## src/rtl/core/lhrb_pkg.sv

```systemverilog
// Shared constants, codes and handshake structs for the line history ring buffer.
// Depends on nothing; every other file in rtl/core imports it except lhrb_ram.
package lhrb_pkg;

    // Sizing of the ring and of one line
    localparam int DEPTH    = 16;
    localparam int LINE_LEN = 256;

    localparam int SLOT_W      = $clog2(DEPTH);
    localparam int LEN_W       = $clog2(LINE_LEN);
    localparam int CNT_W       = $clog2(DEPTH + 1);
    localparam int DIST_W      = SLOT_W + 1;
    localparam int STORE_AW    = SLOT_W + LEN_W;
    localparam int STORE_WORDS = DEPTH * (2 ** LEN_W);

    // Fixed port field widths
    localparam int OP_W     = 3;
    localparam int BYTE_W   = 8;
    localparam int RSLOT_W  = 4;
    localparam int ROFF_W   = 8;
    localparam int STATUS_W = 2;
    localparam int OSLOT_W  = 4;
    localparam int COUNT_W  = 5;

    // Operation codes
    localparam logic [OP_W-1:0] OP_ADD   = 3'd0;
    localparam logic [OP_W-1:0] OP_PREV  = 3'd1;
    localparam logic [OP_W-1:0] OP_NEXT  = 3'd2;
    localparam logic [OP_W-1:0] OP_RESET = 3'd3;
    localparam logic [OP_W-1:0] OP_READ  = 3'd4;

    // Add status codes
    localparam logic [STATUS_W-1:0] ST_NONE   = 2'd0;
    localparam logic [STATUS_W-1:0] ST_STORED = 2'd1;
    localparam logic [STATUS_W-1:0] ST_DUP    = 2'd2;
    localparam logic [STATUS_W-1:0] ST_EMPTY  = 2'd3;

    // Controller to datapath commands
    typedef struct packed {
        logic accept;
        logic loop_start;
        logic cmp_step;
        logic copy_step;
        logic end_empty;
        logic end_dup;
        logic end_store;
        logic load_out;
    } lhrb_cmd_t;

    // Datapath to controller status
    typedef struct packed {
        logic commit_item;
        logic stg_empty;
        logic dup_cand;
        logic loop_done;
        logic mismatch;
        logic out_free;
    } lhrb_sts_t;

endpackage

```

## src/rtl/core/lhrb_ctrl.sv

```systemverilog
// Sequencing state machine for the line history ring buffer.
// Depends on lhrb_pkg; drives lhrb_dp through lhrb_cmd_t and reads lhrb_sts_t.
module lhrb_ctrl (
    input  logic               clk,
    input  logic               rst_n,
    input  logic               in_valid,
    output logic               in_stall,
    input  lhrb_pkg::lhrb_sts_t sts,
    output lhrb_pkg::lhrb_cmd_t cmd
);
    import lhrb_pkg::*;

    localparam logic [2:0] S_IDLE   = 3'd0;
    localparam logic [2:0] S_COMMIT = 3'd1;
    localparam logic [2:0] S_CMP    = 3'd2;
    localparam logic [2:0] S_COPY   = 3'd3;
    localparam logic [2:0] S_FINISH = 3'd4;

    logic [2:0] state_reg, state_next;

    always_comb
    begin
        state_next = state_reg;
        cmd        = '0;
        in_stall   = 1'b1;
        case (state_reg)
            S_IDLE:
            begin
                in_stall = 1'b0;
                if (in_valid)
                begin
                    cmd.accept = 1'b1;
                    state_next = sts.commit_item ? S_COMMIT : S_FINISH;
                end
            end
            S_COMMIT:
            begin
                if (sts.stg_empty)
                begin
                    cmd.end_empty = 1'b1;
                    state_next    = S_FINISH;
                end
                else
                begin
                    cmd.loop_start = 1'b1;
                    state_next     = sts.dup_cand ? S_CMP : S_COPY;
                end
            end
            S_CMP:
            begin
                if (!sts.loop_done)
                begin
                    cmd.cmp_step = 1'b1;
                end
                else if (sts.mismatch)
                begin
                    cmd.loop_start = 1'b1;
                    state_next     = S_COPY;
                end
                else
                begin
                    cmd.end_dup = 1'b1;
                    state_next  = S_FINISH;
                end
            end
            S_COPY:
            begin
                if (!sts.loop_done)
                begin
                    cmd.copy_step = 1'b1;
                end
                else
                begin
                    cmd.end_store = 1'b1;
                    state_next    = S_FINISH;
                end
            end
            S_FINISH:
            begin
                if (sts.out_free)
                begin
                    cmd.load_out = 1'b1;
                    state_next   = S_IDLE;
                end
            end
            default:
            begin
                state_next = S_IDLE;
            end
        endcase
    end

    always_ff @(posedge clk or negedge rst_n)
    begin
        if (!rst_n)
        begin
            state_reg <= S_IDLE;
        end
        else
        begin
            state_reg <= state_next;
        end
    end

endmodule

```

## config.mk

```make
export PLATFORM = sky130hd
export DESIGN_NAME = lhrb_ctrl
export DESIGN_NICKNAME = d
export VERILOG_FILES = /design/src/rtl/core/lhrb_pkg.sv /design/src/rtl/core/lhrb_ctrl.sv
export SDC_FILE = /design/constraint.sdc
export NUM_CORES = 1
export LEC_CHECK = 0
export ABC_AREA = 1
export BUFFER_PORTS_ARGS = -buffer_cell sky130_fd_sc_hd__clkbuf_2
export CORE_AREA = 2 2 39 41
export DETAILED_ROUTE_END_ITERATION = 8
export DIE_AREA = 0 0 41 43
export GPL_ROUTABILITY_DRIVEN = 0
export HOLD_SLACK_MARGIN = 0.08
export PLACE_DENSITY_LB_ADDON = 0.08
export SLEW_MARGIN = 20
export SYNTH_ARGS = -nofsm -noshare
export SYNTH_HDL_FRONTEND = slang
export SYNTH_SLANG_ARGS = --single-unit
```

## constraint.sdc

```tcl
create_clock -name clk -period 1.5 [get_ports clk]
set_clock_uncertainty 0.1 [all_clocks]
set_input_delay 0.3 -clock clk [delete_from_list [all_inputs] [get_ports clk]]
set_output_delay 0.3 -clock clk [all_outputs]
set_load 0.02 [all_outputs]
```

==> flow_summary.ini <==
[synthesis]
syn_area_per_cell_um2 = 6.40
synth_area_um2 = 282
ys_ff_latch = 3
syn_nets = 53
synthCells = 44
ys_warn_count = 0
synth.distinct_cells = 14
synth_seq_area_share = 0.267

[route]
ant_nets = 0
num_vias = 390
drtPass1Iterations = 4
drt-initial-drc-count = 3
wirelength_um = 847
vias_per_cell = 4.33
routedWlPerCell_um = 9.41
drc = 0

[worst_setup_path]
path_max_fanout = 6
max_stage_delay_ps = 460
worstSetupStartpointType = flip-flop
endpoint_kind = primary output
crit_chain = nor2_4, nand3_2, o21ai_2, buf_4
path_buf_inv = 1
crit_required_ps = 1100
cpMaxStageDelayCell = dfrtp_2
crit_arrival_ps = 1230
crit_family = flip-flops
worst-setup-path-type = flip-flop to primary output

[timing]
finalWorstSetupSlack_ps = -128
worst_slew_pin_slew_ps = 219
hold_viol = 0
slew_headroom = 0.852
period_minus_slack_ps = 1630
slew_viol_final = 0
fin_crit_sh = 1.09
setup_viol = 9
max_freq_ghz = 0.614
rsz0062_at_grt = yes

[finish]
num-fill-cells = 158
syn_to_final_growth_pct = 92.9
largest_reg_flops = 3
stdcell_count = 90
drive_gt1_frac = 0.581
final_area_um2 = 543
antenna_cells = 0
layout.nets = 84

[cts]
clock_sinks = 3
worstSkewPairLatency_ps = 230
tritoncts = built
htreeDepth = 1
clk_pin_slew_worst_paths_ps = 30
clock_path_buffers = 2
cts-root-buf = clkbuf_4
cts_buffers = 3

[die]
die_w_um = 41
die-height_um = 43
start_util = 0.203
ioPinCount = 18
core.rowCount = 14
dieArea_mm2 = 0.00176
core_area_mm2 = 0.00138

[global_routing]
grt_max_degree = 7
antenna_found_initial = 0
grt_pass1_vias = 345
track_usage = 0.109
grt_first_pass_wirelength_um = 1320
overflow = 0

[power_and_ir_drop]
total_power_uw = 935
irDropWorstVdd_mv = 0.671
p_per_area_mw_per_mm2 = 1720
power_leakage_uw = 0.000296

[placement]
preCtsSetupSlack_ps = 1.84
dp_hpwl_um = 631
numPortBuffers = 17
place_inst = 78
dpl_cell_area_um2 = 394

[status]
status = finished with violations
failed_checks = negative setup slack

[worst_hold_path]
hold_path_class = primary input to flip-flop

[flow_run]
drv_cap = 0
-- cell families (layout without fill, tap and decap cells) --
| logic type | Yosys count | after routing | synth area share |
|---|---|---|---|
| buffers and inverters | 9 | 39 | 0.120 |
| AOI/OAI and AO/OA | 3 | 3 | 0.0622 |
| DFF | 3 | 3 | 0.267 |
| and+or+nand+nor | 29 | 29 | 0.551 |
-- worst paths after layout --
kind                                          start                       end  slack [ps]  depth (start not counted)
hold / removal                               sts[0]  state_reg[2]$_DFFE_PN0P_         290                          4
min in group asynchronous                     rst_n  state_reg[1]$_DFFE_PN0P_         300                          2
setup reg to reg           state_reg[1]$_DFFE_PN0P_  state_reg[0]$_DFFE_PN0P_         130                          8
setup / recovery           state_reg[2]$_DFFE_PN0P_                    cmd[6]        -130                          4
hold reg to reg            state_reg[2]$_DFFE_PN0P_  state_reg[0]$_DFFE_PN0P_         620                          3
max in group asynchronous                     rst_n  state_reg[2]$_DFFE_PN0P_         880                          2
-- placed cells by master (no fill, tap or decap) --
master,n
buf_4,15
buf_6,1
clkbuf_1,1
clkbuf_2,8
clkbuf_4,4
dfrtp_1,1
dfrtp_2,2
dlygate4sd3_1,1
inv_1,6
inv_2,3
nand2_1,6
nand2_2,1
nand3_1,8
nand3_2,1
nand3b_1,2
nor2_1,3
nor2_2,2
nor2_4,3
nor4_1,1
nor4_2,2
o211ai_1,1
o21ai_0,1
o21ai_2,1
-- repair_timing --
action,4_1_cts,5_1_grt
setup endpoints to repair,8,9
pin swaps,5,4
hold endpoints to repair,3,0
hold buffers,1,0
buffers inserted,5,2
gates resized for setup,10,16
-- layer usage --
metal,vias to the layer above,global-route usage,wire (um)
met5,-,0,0
met4,0,0.0400,0
met3,0,0.0314,39
met2,10,0.172,447
met1,175,0.132,360
li1,205,-,-
-- power breakdown --
group | leakage [uW] | internal (uW) | switching, uW
logic | 0.000244 | 293 | 322
clock network | 0.0000150 | 99.5 | 38.9
registers | 0.0000366 | 117 | 64.0
total | 0.000296 | 510 | 425
-- worst min-delay path: stages --
cell	delay, ps
clkbuf_2	70
inv_1	40
nand3_1	90
nand2_1	60
-- layout make-up --
| class | instances | area, um2 | area share |
|---|---|---|---|
| well taps | 16 | 20.0 | 0.0369 |
| repair buffers | 26 | 181 | 0.334 |
| flip-flops and latches | 3 | 77.6 | 0.143 |
| clock buffers | 4 | 26.3 | 0.0484 |
| multi-input cells | 32 | 204 | 0.376 |
| inverters | 9 | 33.8 | 0.0622 |
-- stage by stage --
stage	TNS [ps]	util	hold WS, ps
after global routing	-1270	0.392	305
after detailed placement	0	0.285	-2.21
after CTS	-821	0.358	275
after floorplan	-225	-	-95.6
after global placement	0	0.285	0.754
final	-653	0.392	285
-- synth_stat cells --
cell	number	area, um2
nor2_2	5	31.3
nor4_1	3	18.8
nand3_1	8	40.0
nand2_1	6	22.5
o21ai_1	1	5.00
nand3_2	1	10.0
o21ai_0	1	5.00
o211ai_1	1	7.51
dfrtp_1	3	75.1
inv_1	6	22.5
nand3b_1	2	15.0
nor2_1	3	11.3
nand2_2	1	6.26
inv_2	3	11.3
(Power assumes the default switching activity.)
